`config.mk`:
```
export PLATFORM = sky130hd
export DESIGN_NAME = lamport_request_queue_core
export DESIGN_NICKNAME = d
export VERILOG_FILES = /design/src/hdl/lrq_pkg.sv /design/src/hdl/lrq_ctrl.sv /design/src/hdl/lrq_dp.sv /design/src/hdl/lamport_request_queue_core.sv
export SDC_FILE = /design/constraint.sdc
export NUM_CORES = 1
export LEC_CHECK = 0
export BUFFER_PORTS_ARGS = -buffer_cell sky130_fd_sc_hd__clkbuf_2
export CORE_UTILIZATION = 35
export DETAILED_ROUTE_END_ITERATION = 6
export PLACE_DENSITY = 0.52
export SLEW_MARGIN = 25
export SYNTH_ARGS = -nofsm -noshare
export SYNTH_HDL_FRONTEND = slang
export SYNTH_SLANG_ARGS = --single-unit
```
`constraint.sdc`:
```
create_clock -name clk -period 4.65 [get_ports clk]
set_input_delay 0.2325 -clock clk [delete_from_list [all_inputs] [get_ports clk]]
set_output_delay 0.2325 -clock clk [all_outputs]
set_load 0.01 [all_outputs]
```
`src/hdl/lrq_pkg.sv`:
```
// Shared types, sizes and codes for the request queue.
package lrq_pkg;

  localparam int QUEUE_DEPTH = 16;
  localparam int ID_BITS     = 4;
  localparam int IDX_W       = $clog2(QUEUE_DEPTH);
  localparam int CNT_W       = $clog2(QUEUE_DEPTH + 1);

  typedef logic [1:0]         func_t;
  typedef logic [14:0]        rtime_t;
  typedef logic [ID_BITS-1:0] rid_t;
  typedef logic [IDX_W-1:0]   idx_t;
  typedef logic [CNT_W-1:0]   cnt_t;

  localparam func_t FN_INSERT = 2'd0;
  localparam func_t FN_POP    = 2'd1;
  localparam func_t FN_PEEK   = 2'd2;

  typedef enum logic [1:0] {
    ST_OK    = 2'd0,
    ST_FULL  = 2'd1,
    ST_EMPTY = 2'd2
  } status_t;

  typedef struct packed {
    func_t      func;
    rtime_t     req_stamp;
    logic [3:0] requester_id;
  } lrq_in_t;

  typedef struct packed {
    logic       head_valid;
    rtime_t     head_time;
    logic [3:0] head_id;
    logic [4:0] entry_count;
    logic [1:0] status;
  } lrq_out_t;

  typedef struct packed {
    rtime_t tm;
    rid_t   id;
  } slot_t;

  // controller -> datapath
  typedef struct packed {
    logic    latch;
    logic    wr_ins;
    logic    scan_init;
    logic    scan_run;
    logic    rd_last;
    logic    move_wr;
    logic    out_load;
    status_t status;
  } lrq_cmd_t;

  // datapath -> controller
  typedef struct packed {
    func_t func;
    logic  full;
    logic  empty;
    logic  scan_done;
  } lrq_stat_t;

endpackage

```
`src/hdl/lrq_ctrl.sv`:
```
// Operation sequencer for the request queue.
module lrq_ctrl (
  input  logic              clk,
  input  logic              rst_n,
  input  logic              in_valid,
  output logic              in_ready,
  output logic              out_valid,
  input  logic              out_ready,
  input  lrq_pkg::lrq_stat_t st,
  output lrq_pkg::lrq_cmd_t  cmd
);
  import lrq_pkg::*;

  typedef enum logic [2:0] {
    S_IDLE,
    S_DECODE,
    S_SCAN_START,
    S_SCAN,
    S_MOVE_RD,
    S_MOVE_WR,
    S_DONE
  } state_t;

  state_t  state_r, state_nxt;
  logic    moving_r, moving_nxt;
  status_t status_r, status_nxt;
  logic    out_valid_r, out_valid_nxt;

  assign in_ready  = (state_r == S_IDLE);
  assign out_valid = out_valid_r;

  always_comb begin
    state_nxt     = state_r;
    moving_nxt    = moving_r;
    status_nxt    = status_r;
    out_valid_nxt = out_valid_r;
    cmd           = '0;
    cmd.status    = status_r;
    if (out_valid_r && out_ready) begin
      out_valid_nxt = 1'b0;
    end
    case (state_r)
      S_IDLE: begin
        if (in_valid) begin
          cmd.latch  = 1'b1;
          status_nxt = ST_OK;
          moving_nxt = 1'b0;
          state_nxt  = S_DECODE;
        end
      end
      S_DECODE: begin
        if (st.func == FN_INSERT) begin
          if (st.full) begin
            status_nxt = ST_FULL;
          end else begin
            cmd.wr_ins = 1'b1;
          end
        end else if (st.func == FN_POP) begin
          if (st.empty) begin
            status_nxt = ST_EMPTY;
          end else begin
            moving_nxt = 1'b1;
          end
        end
        state_nxt = S_SCAN_START;
      end
      S_SCAN_START: begin
        cmd.scan_init = 1'b1;
        state_nxt     = S_SCAN;
      end
      S_SCAN: begin
        cmd.scan_run = 1'b1;
        if (st.scan_done) begin
          state_nxt = moving_r ? S_MOVE_RD : S_DONE;
        end
      end
      S_MOVE_RD: begin
        cmd.rd_last = 1'b1;
        state_nxt   = S_MOVE_WR;
      end
      S_MOVE_WR: begin
        // last entry fills the slot of the popped minimum
        cmd.move_wr = 1'b1;
        moving_nxt  = 1'b0;
        state_nxt   = S_SCAN_START;
      end
      S_DONE: begin
        if (!out_valid_r || out_ready) begin
          cmd.out_load  = 1'b1;
          out_valid_nxt = 1'b1;
          state_nxt     = S_IDLE;
        end
      end
      default: begin
        state_nxt = S_IDLE;
      end
    endcase
  end

  always_ff @(posedge clk) begin
    if (!rst_n) begin
      state_r     <= S_IDLE;
      moving_r    <= 1'b0;
      status_r    <= ST_OK;
      out_valid_r <= 1'b0;
    end else begin
      state_r     <= state_nxt;
      moving_r    <= moving_nxt;
      status_r    <= status_nxt;
      out_valid_r <= out_valid_nxt;
    end
  end

endmodule

```
`src/hdl/lrq_dp.sv`:
```
// Slot memory, fill count, minimum scan and result register.
module lrq_dp (
  input  logic              clk,
  input  logic              rst_n,
  input  lrq_pkg::lrq_in_t   in_data,
  input  lrq_pkg::lrq_cmd_t  cmd,
  output lrq_pkg::lrq_stat_t st,
  output lrq_pkg::lrq_out_t  out_data
);
  import lrq_pkg::*;

  slot_t    mem [QUEUE_DEPTH];
  lrq_in_t  in_r;
  cnt_t     count_r, count_nxt;
  cnt_t     scan_idx_r, scan_idx_nxt;
  logic     pend_r, pend_nxt;
  idx_t     pend_idx_r;
  slot_t    rdata_r;
  logic     best_valid_r, best_valid_nxt;
  slot_t    best_r, best_nxt;
  idx_t     best_idx_r, best_idx_nxt;
  lrq_out_t out_r;

  logic     issuing;
  idx_t     rd_addr;
  idx_t     last_idx;
  logic     we;
  idx_t     waddr;
  slot_t    wdata;
  logic     lower;

  assign last_idx = idx_t'(count_r - cnt_t'(1));
  assign issuing  = cmd.scan_run && (scan_idx_r < count_r);
  assign rd_addr  = cmd.rd_last ? last_idx : scan_idx_r[IDX_W-1:0];

  // strict compare: on a full tie the earlier slot keeps the lead
  assign lower = (rdata_r.tm < best_r.tm) ||
                 ((rdata_r.tm == best_r.tm) && (rdata_r.id < best_r.id));

  assign we    = cmd.wr_ins || cmd.move_wr;
  assign waddr = cmd.wr_ins ? count_r[IDX_W-1:0] : best_idx_r;
  always_comb begin
    if (cmd.wr_ins) begin
      wdata.tm = in_r.req_stamp;
      wdata.id = rid_t'(in_r.requester_id);
    end else begin
      wdata = rdata_r;
    end
  end

  always_comb begin
    count_nxt      = count_r;
    scan_idx_nxt   = scan_idx_r;
    pend_nxt       = issuing;
    best_valid_nxt = best_valid_r;
    best_nxt       = best_r;
    best_idx_nxt   = best_idx_r;
    if (cmd.wr_ins) begin
      count_nxt = count_r + cnt_t'(1);
    end else if (cmd.move_wr) begin
      count_nxt = count_r - cnt_t'(1);
    end
    if (cmd.scan_init) begin
      scan_idx_nxt   = '0;
      best_valid_nxt = 1'b0;
    end else if (issuing) begin
      scan_idx_nxt = scan_idx_r + cnt_t'(1);
    end
    if (pend_r && (!best_valid_r || lower)) begin
      best_valid_nxt = 1'b1;
      best_nxt       = rdata_r;
      best_idx_nxt   = pend_idx_r;
    end
  end

  assign st.func      = in_r.func;
  assign st.full      = (count_r == cnt_t'(QUEUE_DEPTH));
  assign st.empty     = (count_r == '0);
  assign st.scan_done = cmd.scan_run && !issuing && !pend_r;

  assign out_data = out_r;

  always_ff @(posedge clk) begin
    if (we) begin
      mem[waddr] <= wdata;
    end
    rdata_r <= mem[rd_addr];
  end

  always_ff @(posedge clk) begin
    if (!rst_n) begin
      count_r      <= '0;
      pend_r       <= 1'b0;
      best_valid_r <= 1'b0;
      scan_idx_r   <= '0;
    end else begin
      count_r      <= count_nxt;
      pend_r       <= pend_nxt;
      best_valid_r <= best_valid_nxt;
      scan_idx_r   <= scan_idx_nxt;
    end
  end

  always_ff @(posedge clk) begin
    if (cmd.latch) begin
      in_r <= in_data;
    end
    pend_idx_r <= scan_idx_r[IDX_W-1:0];
    best_r     <= best_nxt;
    best_idx_r <= best_idx_nxt;
    if (cmd.out_load) begin
      out_r.head_valid  <= best_valid_r;
      out_r.head_time   <= best_valid_r ? best_r.tm : '0;
      out_r.head_id     <= best_valid_r ? 4'(best_r.id) : 4'd0;
      out_r.entry_count <= 5'(count_r);
      out_r.status      <= cmd.status;
    end
  end

endmodule

```
`src/hdl/lamport_request_queue_core.sv`:
```
// Each operation ends with a scan of the table for its minimum; a pop on a non-empty table
// first scans, then moves the last entry into the popped slot and scans again. One slot
// read per cycle, one compare. One item at a time: the next is accepted in the cycle after
// the result loads, while the result waits in its register.
// Synchronous active-low reset empties the table at once.
module lamport_request_queue_core (
  input  logic              clk,
  input  logic              rst_n,
  input  logic              in_valid,
  output logic              in_ready,
  input  lrq_pkg::lrq_in_t  in_data,
  output logic              out_valid,
  input  logic              out_ready,
  output lrq_pkg::lrq_out_t out_data
);
  import lrq_pkg::*;

  lrq_cmd_t  cmd;
  lrq_stat_t st;

  lrq_ctrl u_ctrl (
    .clk       (clk),
    .rst_n     (rst_n),
    .in_valid  (in_valid),
    .in_ready  (in_ready),
    .out_valid (out_valid),
    .out_ready (out_ready),
    .st        (st),
    .cmd       (cmd)
  );

  lrq_dp u_dp (
    .clk      (clk),
    .rst_n    (rst_n),
    .in_data  (in_data),
    .cmd      (cmd),
    .st       (st),
    .out_data (out_data)
  );

endmodule
```
==> out/metrics.yaml, run 1 <==
reg2reg_depth: 7
syn2layout_area_growth_pct: 16.5
swShare: 0.225
yosysWarnings: 0
core-area_um2: 47000
grt_pass1_wl_mm: 55.8
grt_max_degree: 97
p_int_w: 0.00646
rsz0062_at_grt: "no"
hold_viol: 0
yosysMostFrequentCell: "edfxtp_1"
antenna_cells: 0
synth_cells: 1050
fin_crit_sh: 0.753
cp-startpoint: "u_dp.count_r[0]"
wl_per_cell_um: 20.6
drtPass1Iterations: 5
ioPinCount: 54
finClkSkew_ns: 0.0140
nets: 1202
cts-root-buf: "clkbuf_16"
drive_gt1_frac: 0.213
tightest_slew_ns: 0.845
synth_top_area_share: 0.671
synth.avg_cell_area_um2: 16.0
critPathCapture: "u_dp.mem[7][6]"
die_w_um: 221
hpwl_mm: 22.1
clk_pin_slew_ns: 0.06
rows: 79
cp.required_ns: 4.84
synth.distinct_cells: 53
synth_edf_count: 375
synth_area_leaders: "edfxtp_1 (67%), mux2i_1 (7.3%), mux2_2 (5.8%), dfxtp_1 (5.0%), nor2_1 (2.2%)"
synth_seq_cells: 417
vias: 8909
r2r_end: "u_dp.mem[7][6]"
r2r_start: "u_dp.count_r[0]"
power_frac_comb: 0.073
grt_pass1_vias: 9030
seqPwrFrac: 0.518
final_util: 0.417
synthesis.area_um2: 16800
setup_violations: 0
clkLatencyLatePin_ns: 0.56
clock_sinks: 417
drv_slew: 0
syn_nets: 1101
setup_tns_ns: 0
fp.dieH_um: 221
ys_seq_area_frac: 0.721
cts_setup_buffers: 0
globalplace.congestion: 0.816
track_usage: 0.152
p_sw_w: 0.00188
r2r_slack_ns: 1.15
htree_levels: 2
max_freq_mhz: 286
leakagePower_nw: 7.43
io_buffers: 53
clock_path_buffers: 3
overflow: 0
maxCapViolations: 0
first_iter_violations: 659
status: "complete, no violations"
fin_crit_ns: 3.50
critical_path.max_fanout: 19
remaining_drc_errors: 0
clkPwrFrac: 0.408
dieArea_um2: 48900
slew_headroom: 0.436
ant_nets: 0
tritoncts: "done"
yosysTopAreaCell: "edfxtp_1"
hold_class: "in2reg"
synth_common_cells: "edfxtp_1 (375), mux2i_1 (122), nor2_1 (99), mux2_2 (87), a21oi_1 (61)"
critPathCaptureType: "register"
cts_buffers: 45
initial_utilization: 0.358
async_flop_share: 0
crit_path_start_kind: "register"
antenna_found_initial: 0
worstSetupPathType: "reg2reg"
drt-total-wl_mm: 36.9
synth_flop_cell: "edfxtp_1"
crit_arrival_ns: 3.70
cellPowerDensity_nw_per_um2: 426
vias_per_cell: 4.96
peakVddDrop_v: 0.000210
-- layout make-up --
class                   count  area, um^2
clock inverters            19         121
fillers                  4213       27400
clock buffers              65        1290
flip-flops and latches    417       12100
repair buffers            100         726
well taps                 607         759
multi-input cells         555        4430
inverters                  32         120
-- layer usage --
layer  vias to the layer above  GRT usage  wire length (um)
met5                         -          0                 0
met4                         0     0.0460               889
met1                      4445      0.208             17500
met3                        71     0.0255              1250
li1                       4235          -                 -
met2                       158      0.247             17300
-- kinds of logic (layout without fill, tap and decap cells) --
group                      after synthesis  after routing  share of synthesized area
AOI/OAI and AO/OA                      142            142                     0.0551
xor gates and xnor gates                10             10                    0.00522
adders and majority gates               26             26                     0.0194
buffers and inverters                   78            216                     0.0212
DFF                                    417            417                      0.721
muxes                                  215            215                      0.135
and+or+nand+nor                        162            162                     0.0434
-- through the flow --
stage | area, um^2 | hold WS (ns) | worst slack, ns | total power [W] | std cells
after floorplan | 16800 | 0.331 | 1.43 | 0.00476 | 1050
after global placement | 17900 | 0.388 | 0.894 | 0.00499 | 1688
after detailed placement | 17900 | 0.390 | 1.06 | 0.00500 | 1688
after CTS | 19600 | 0.0159 | 1.03 | 0.00843 | 1795
after global routing | 19600 | 0.0816 | 0.832 | 0.00864 | 1795
final | 19600 | 0.0592 | 1.15 | 0.00834 | 1795
-- sequential cells by signal, summed over array words and instances (netlist names) --
signal,cells
u_dp.scan_idx_r,5
u_ctrl.state_r,3
u_dp.mem,304
u_ctrl.status_r,2
u_dp.pend_r,1
u_dp.out_data,27
u_dp.best_idx_r,4
u_dp.in_r,19
u_dp.st,2
u_dp.best_valid_r,1
u_ctrl.moving_r,1
u_dp.pend_idx_r,4
u_dp.best_r,19
u_ctrl.out_valid,1
u_dp.count_r,5
u_dp.rdata_r,19
-- repair_timing --
item,4_1_cts,5_1_grt
hold buffers,23,0
gates resized for setup,0,0
hold endpoints to repair,24,0
-- power by group through the flow --
stage | combinational (W) | sequential, W | clock, W
after detailed placement | 0.000603 | 0.00440 | 0
after CTS | 0.000621 | 0.00432 | 0.00349
after global placement | 0.000595 | 0.00440 | 0
final | 0.000612 | 0.00432 | 0.00340
after global routing | 0.000670 | 0.00433 | 0.00365
after floorplan | 0.000406 | 0.00435 | 0
-- placed cells by master, fill, tap and decap left out, drive strengths merged, types with 8 or more instances in the layout --
cell and instances:
edfxtp 375, mux2i 122, clkbuf 118, nor2 99
mux2 93, a21oi 61, dfxtp 42, inv 31
ha 26, buf 24, dlygate4sd3 23, nand2 20
o22ai 20, clkinv 19, a221o 18, o21ai 12
xnor2 10, nor3 8
-- worst min-delay path by stage --
stage                             from                  to  slack (ns)  cells past startpoint
finish                        in_valid   u_ctrl.state_r[1]        0.06                      3
global placement    u_dp.pend_idx_r[0]  u_dp.best_idx_r[0]        0.39                      0
CTS                           in_valid   u_ctrl.state_r[1]        0.02                      3
floorplan                   in_data[0]        u_dp.in_r[0]        0.33                      0
detailed placement  u_dp.pend_idx_r[1]  u_dp.best_idx_r[1]        0.39                      0
global route                  in_valid   u_ctrl.state_r[1]        0.08                      3
-- worst max-delay path, cell delays in order, from the launching register on --
cell       delay (ns)
dfxtp_1          0.57
inv_1            0.25
ha_1             0.27
nand4bb_1        0.12
or4b_1           0.77
nor3_1           0.32
a31oi_2          0.19
nor2_4           0.64
(Power assumes the default switching activity.)
==> run 2: changes to the inputs <==
==> constraint.sdc (replaced) <==
create_clock -name clk -period 3.44 [get_ports clk]
set_input_delay 0.172 -clock clk [delete_from_list [all_inputs] [get_ports clk]]
set_output_delay 0.172 -clock clk [all_outputs]
set_load 0.01 [all_outputs]
==> run 2 against run 1 <==
Net effect: final cell count is 1.6% higher; via count is 1.3% higher; critical path depth is 1 higher; sequential share of layout area is 0.99 points lower; global-route usage is 0.39 points higher; hold slack better by 0.28 ns; critical endpoint is now u_dp.rdata_r[1]; critical path type unchanged; core utilization is 0.68 points higher; design area is 1.6% higher; register-to-register slack worse by 0.75 ns; routed wire length is 2.9% higher; clock power is 40% higher.
==> out/metrics.yaml, run 2 (synthesis gave the netlist of run 1 again) <==
cts_setup_buffers: 0  # unchanged
r2r_end: "u_dp.rdata_r[1]"
peakVddDrop_v: 0.000293  # +40%
grt_pass1_vias: 9184  # +1.7%
overflow: 0  # unchanged
ioPinCount: 54  # unchanged
io_buffers: 53  # unchanged
fin_hold_ws_ns: 0.338  # +0.279 ns
cts-root-buf: "clkbuf_16"
wl_per_cell_um: 20.8  # +1.3%
status: "complete, no violations"
setup_tns_ns: 0  # unchanged
r2r_slack_ns: 0.40  # -0.75 ns
antenna_cells: 0  # unchanged
nets: 1231  # +2.4%
cp.required_ns: 3.88  # -0.96 ns
leakagePower_nw: 7.61  # +2.4%
clock_path_buffers: 3  # unchanged
grt_max_degree: 77  # -21%
syn2layout_area_growth_pct: 18.4
crit_path_start_kind: "register"
fp.dieH_um: 221  # unchanged
holdBufCountCts: 24  # +4.3%
antenna_found_initial: 0  # unchanged
finClkSkew_ns: 0.0167  # +0.00272 ns
drtPass1Iterations: 6  # +1
largest_register: "u_dp.mem"
fin_crit_ns: 3.04  # -0.461 ns
hold_class: "in2reg"
worstPathCellList: "nor3b_4 > mux2i_4 > buf_12 > buf_12 > mux2_1 > nor2_1 > a21oi_1 > a221o_1"
clk_pin_slew_ns: 0.06  # about the same
cp-startpoint: "u_ctrl.state_r[2]"
ant_nets: 0  # unchanged
grt_pass1_wl_mm: 57.6  # +3.2%
max_freq_mhz: 329  # +15%
fin_crit_sh: 0.884  # +0.131
tritoncts: "done"
slew_headroom: 0.378  # -0.0588
core-area_um2: 47000  # unchanged
remaining_drc_errors: 0  # unchanged
cellPowerDensity_nw_per_um2: 575  # +35%
globalplace.congestion: 0.821  # +0.69%
r2r_start: "u_ctrl.state_r[2]"
critical_path.max_fanout: 40  # +21
drv_slew: 0  # unchanged
clkLatencyLatePin_ns: 0.56  # about the same
dieArea_um2: 48900  # unchanged
cp_slowest_cell: "dfxtp_1"
drive_gt1_frac: 0.228  # +0.0148
track_usage: 0.156  # +0.00390
layout_common_cells: "edfxtp_1 (375), mux2i_1 (121), mux2_2 (87), nor2_1 (81), a21oi_1 (61)"
path_common_cell: "buf_12"
finalWorstSetupSlack_ns: 0.398  # -0.749 ns
rsz0062_at_grt: "no"
critical_path.max_stage_delay_ns: 0.56  # -0.21 ns
tightest_slew_ns: 0.930  # +0.0847 ns
drt-total-wl_mm: 38.0  # +2.9%
clock_sinks: 417  # unchanged
cts_buffers: 44  # -2.2%
post-place-ws_ns: 0.396  # -0.659 ns
reg2reg_depth: 8  # +1
vias_per_cell: 4.95  # -0.26%
hold_viol: 0  # unchanged
stdcell_count: 1823  # +1.6%
largest_register_ffs: 304  # unchanged
rows: 79  # unchanged
critPathCaptureType: "register"
initial_utilization: 0.358  # unchanged
die_w_um: 221  # unchanged
dp_cells: 1717  # +1.7%
worstSetupPathType: "reg2reg"
maxCapViolations: 0  # unchanged
vias: 9024  # +1.3%
layout_commonest_cell: "edfxtp_1"
crit_arrival_ns: 3.48  # -0.22 ns
htree_levels: 2  # unchanged
critPathCapture: "u_dp.rdata_r[1]"
first_iter_violations: 683  # +3.6%
setup_violations: 0  # unchanged
ctsResizeCount: 0  # unchanged
hpwl_mm: 22.9  # +3.8%
-- run 2: cell types whose count changed in the layout (fill, tap and decap cells not counted), moves of 2 or more --
cell       before  now
clkinv_2       11    7
bufinv_16       1    5
clkbuf_8        5    2
buf_4          20   43
nor2_4          5    0
nor2_2         13   18
buf_12          4   10
clkinv_1        7    9
-- run 2: metal layers --
| metal | track usage | wire length (um) | up-vias |
|---|---|---|---|
| met5 | 0 | 0 | - |
| met4 | 0.0408 | 743 | 0 |
| met3 | 0.0258 | 1370 | 59 |
| met2 | 0.266 | 18300 | 178 |
| met1 | 0.206 | 17600 | 4494 |
| li1 | - | - | 4293 |
-- run 2: final cells by class --
type	count	area, um^2
flip-flops and latches	417	12100
clock inverters	21	235
fillers	4195	27100
clock buffers	61	1230
well taps	607	759
multi-input cells	555	4400
repair buffers	130	1030
inverters	32	120
-- run 2: worst max-delay path: cells and delay by family (launching register included) --
| kind | cells | cell delay [ns] |
|---|---|---|
| mux | 2 | 0.74 |
| simple gates | 2 | 0.58 |
| flops | 1 | 0.56 |
| compound gates | 2 | 0.44 |
| buf+inv | 2 | 0.55 |
-- run 2: report_power, final --
part | internal, W | leakage, nW | switching, W
registers | 0.00575 | 3.76 | 0.0000756
logic | 0.000318 | 3.13 | 0.000521
clock network | 0.00287 | 0.713 | 0.00190
total | 0.00894 | 7.61 | 0.00249
-- run 2: worst min-delay path by stage --
stage / slack (ns) / to / startpoint / depth (start not counted)
floorplan: 0.27 / u_dp.in_r[0] / in_data[0] / 0
global placement: 0.35 / u_dp.in_r[5] / in_data[5] / 1
detailed placement: 0.35 / u_dp.in_r[10] / in_data[10] / 1
CTS: 0.31 / u_dp.in_r[5] / in_data[5] / 2
global route: 0.33 / u_dp.in_r[17] / in_data[17] / 2
finish: 0.34 / u_dp.in_r[5] / in_data[5] / 2
-- run 2: stage by stage --
stage                      util  power, W  cell area, um^2
after floorplan               -   0.00644            16800
after global placement    0.387   0.00674            18200
after detailed placement  0.387   0.00675            18200
after CTS                 0.423    0.0116            19900
after global routing      0.423    0.0118            19900
final                     0.423    0.0114            19900
==> run 3: changes to the inputs <==
--- a/config.mk
+++ b/config.mk
@@ -6,9 +6,12 @@
 export NUM_CORES = 1
 export LEC_CHECK = 0
 export BUFFER_PORTS_ARGS = -buffer_cell sky130_fd_sc_hd__clkbuf_2
+export CORE_ASPECT_RATIO = 1.1
+export CORE_MARGIN = 2
 export CORE_UTILIZATION = 35
 export DETAILED_ROUTE_END_ITERATION = 6
 export PLACE_DENSITY = 0.52
+export RECOVER_POWER = 25
 export SLEW_MARGIN = 25
 export SYNTH_ARGS = -nofsm -noshare
 export SYNTH_HDL_FRONTEND = slang
==> run 3 against run 2 <==
Net effect: flip-flop and latch count did not move; design area fell by 0.95%; clock-buffer cell count up 5; power shrank 3.9%; maximum frequency grew 0.25%; via count rose by 0.23%; highest routed layer unchanged; largest cell class unchanged; sequential power hardly changed; routed wire length up 0.89%; global-route usage increased by 0.085 points; register-to-register slack is essentially flat.
==> out/metrics.yaml, run 3 (synthesis gave the netlist of run 1 again) <==
status: "complete, no violations"
peakVddDrop_v: 0.000313  # +6.6%
critical_path.max_fanout: 16  # -60%
worstHoldEndpoint: "u_dp.in_r[16]"
clkPwrFrac: 0.394  # -0.023
clock_path_buffers: 3  # unchanged
globalplace.congestion: 0.785  # -4.4%
hold_class: "in2reg"
fin_crit_sh: 0.882  # -0.00218
cp_slowest_cell: "or4b_1"
largest_register_ffs: 304  # unchanged
clock_sinks: 417  # unchanged
power_frac_comb: 0.076  # +0.003
largest_register: "u_dp.mem"
fin_crit_ns: 3.03  # -0.00750 ns
hold_path_depth: 2  # unchanged
critPathCaptureType: "register"
crit_arrival_ns: 3.28  # -0.20 ns
layout_commonest_cell: "edfxtp_1"
ioPinCount: 54  # unchanged
hpwl_mm: 23.5  # +2.3%
worstSetupPathType: "reg2reg"
nets: 1230  # -0.081%
r2r_start: "u_ctrl.state_r[2]"
core-area_um2: 47600  # +1.4%
finalWorstSetupSlack_ns: 0.406  # +0.00750 ns
cp.required_ns: 3.69  # -0.19 ns
dieArea_um2: 49700  # +1.8%
grt_pass1_vias: 9170  # -0.15%
p_sw_w: 0.00244  # -2.4%
maxCapViolations: 0  # unchanged
ant_nets: 0  # unchanged
track_usage: 0.157  # +0.000854
crit_cells: 4  # -4
drive_gt1_frac: 0.188  # -0.0397
grt_pass1_wl_mm: 57.4  # -0.37%
htree_levels: 2  # unchanged
cp_num_buf_inv: 1  # -1
remaining_drc_errors: 0  # unchanged
cellPowerDensity_nw_per_um2: 558  # -2.9%
crit_path_start_kind: "register"
die_w_um: 213  # -3.7%
hold_viol: 0  # unchanged
clk_pin_slew_ns: 0.06  # about the same
min-delay-start: "in_data[16]"
vias: 9045  # +0.23%
cts_buffers: 42  # -4.5%
io_buffers: 53  # unchanged
r2r_slack_ns: 0.41  # about the same
n_fill_cell: 4348  # +3.6%
drtPass1Iterations: 5  # -1
p_int_w: 0.00855  # -4.3%
tritoncts: "done"
layout_common_cells: "edfxtp_1 (375), mux2i_1 (121), mux2_2 (84), nor2_1 (81), a21oi_1 (61)"
tightest_slew_ns: 1.42  # +0.487 ns
rows: 84  # +6.3%
final_util: 0.413  # -0.00983
antenna_found_initial: 0  # unchanged
finClkSkew_ns: 0.0211  # +0.00442 ns
antenna_cells: 0  # unchanged
syn2layout_area_growth_pct: 17.2
slew_headroom: 0.0551  # -0.323
rsz0062_at_grt: "no"
swShare: 0.222  # +0.00343
reg2reg_depth: 4  # -4
overflow: 0  # unchanged
leakagePower_nw: 7.40  # -2.8%
grt_max_degree: 45  # -42%
wl_per_cell_um: 20.6  # -0.96%
r2r_end: "u_dp.mem[0][5]"
clkLatencyLatePin_ns: 0.55  # about the same
drt-total-wl_mm: 38.3  # +0.89%
post-place-ws_ns: 0.519  # +0.123 ns
critical_path.max_stage_delay_ns: 0.66  # +0.10 ns
setup_violations: 0  # unchanged
ctsResizeCount: 0  # unchanged
setup_tns_ns: 0  # unchanged
max_freq_mhz: 330  # +0.25%
worstPathCellList: "or3b_1 > or4b_1 > clkbuf_1 > mux2_2"
initial_utilization: 0.353  # -0.00495
seqPwrFrac: 0.530  # +0.020
cts-root-buf: "clkbuf_16"
first_iter_violations: 673  # -1.5%
vias_per_cell: 4.87  # -1.6%
fp.dieH_um: 234  # +5.7%
crit_family: "simple AND/OR/NAND/NOR gates"
drv_slew: 0  # unchanged
[run 3: what timing repair did]
item                       4_1_cts  5_1_grt
setup buffers                    0        0
hold endpoints to repair        26        0
setup endpoints to repair        0        0
hold buffers                    24        0
[run 3: power by group through the flow]
| stage | logic (W) | clock network, W | registers (W) |
|---|---|---|---|
| 4_1_cts | 0.000854 | 0.00445 | 0.00583 |
| 3_5_place_dp | 0.000829 | 0 | 0.00593 |
| 3_3_place_gp | 0.000817 | 0 | 0.00594 |
| 5_1_grt | 0.000916 | 0.00463 | 0.00583 |
| 2_1_floorplan | 0.000549 | 0 | 0.00589 |
| 6_report | 0.000830 | 0.00433 | 0.00583 |
[run 3: stage by stage]
stage / power, W / cell area (um^2) / cells / hold WS, ns
2_1_floorplan: 0.00644 / 16800 / 1050 / 0.271
5_1_grt: 0.0114 / 19700 / 1857 / 0.328
3_5_place_dp: 0.00676 / 18200 / 1756 / 0.351
3_3_place_gp: 0.00675 / 18200 / 1756 / 0.350
4_1_cts: 0.0111 / 19800 / 1857 / 0.314
6_report: 0.0110 / 19700 / 1857 / 0.338
[run 3: cell type report]
cell class	instances	area [um^2]	area share
clock inverters	11	55.1	0.00280
repair buffers	131	947	0.0481
well taps	645	807	0.0410
multi-input cells	555	4400	0.224
flip-flops and latches	417	12100	0.615
clock buffers	66	1250	0.0636
inverters	32	120	0.00610
[run 3: how the worst max path moves through the flow]
stage | startpoint | end | slack (ns)
final | u_ctrl.state_r[2] | u_dp.mem[0][5] | 0.41
after global routing | u_dp.count_r[0] | u_dp.mem[13][3] | 0.20
after CTS | u_ctrl.state_r[2] | u_dp.rdata_r[16] | 0.51
after detailed placement | u_ctrl.state_r[2] | u_dp.rdata_r[6] | 0.52
after global placement | u_dp.rdata_r[17] | u_dp.best_r[5] | 0.50
after floorplan | u_dp.count_r[1] | u_dp.mem[10][0] | 0.22
[run 3: metal layers]
layer / vias to the layer above / GRT usage / wire [um]
li1: 4296 / - / -
met1: 4532 / 0.198 / 16600
met2: 165 / 0.280 / 19600
met3: 52 / 0.0204 / 1350
met4: 0 / 0.0455 / 788
met5: - / 0 / 0
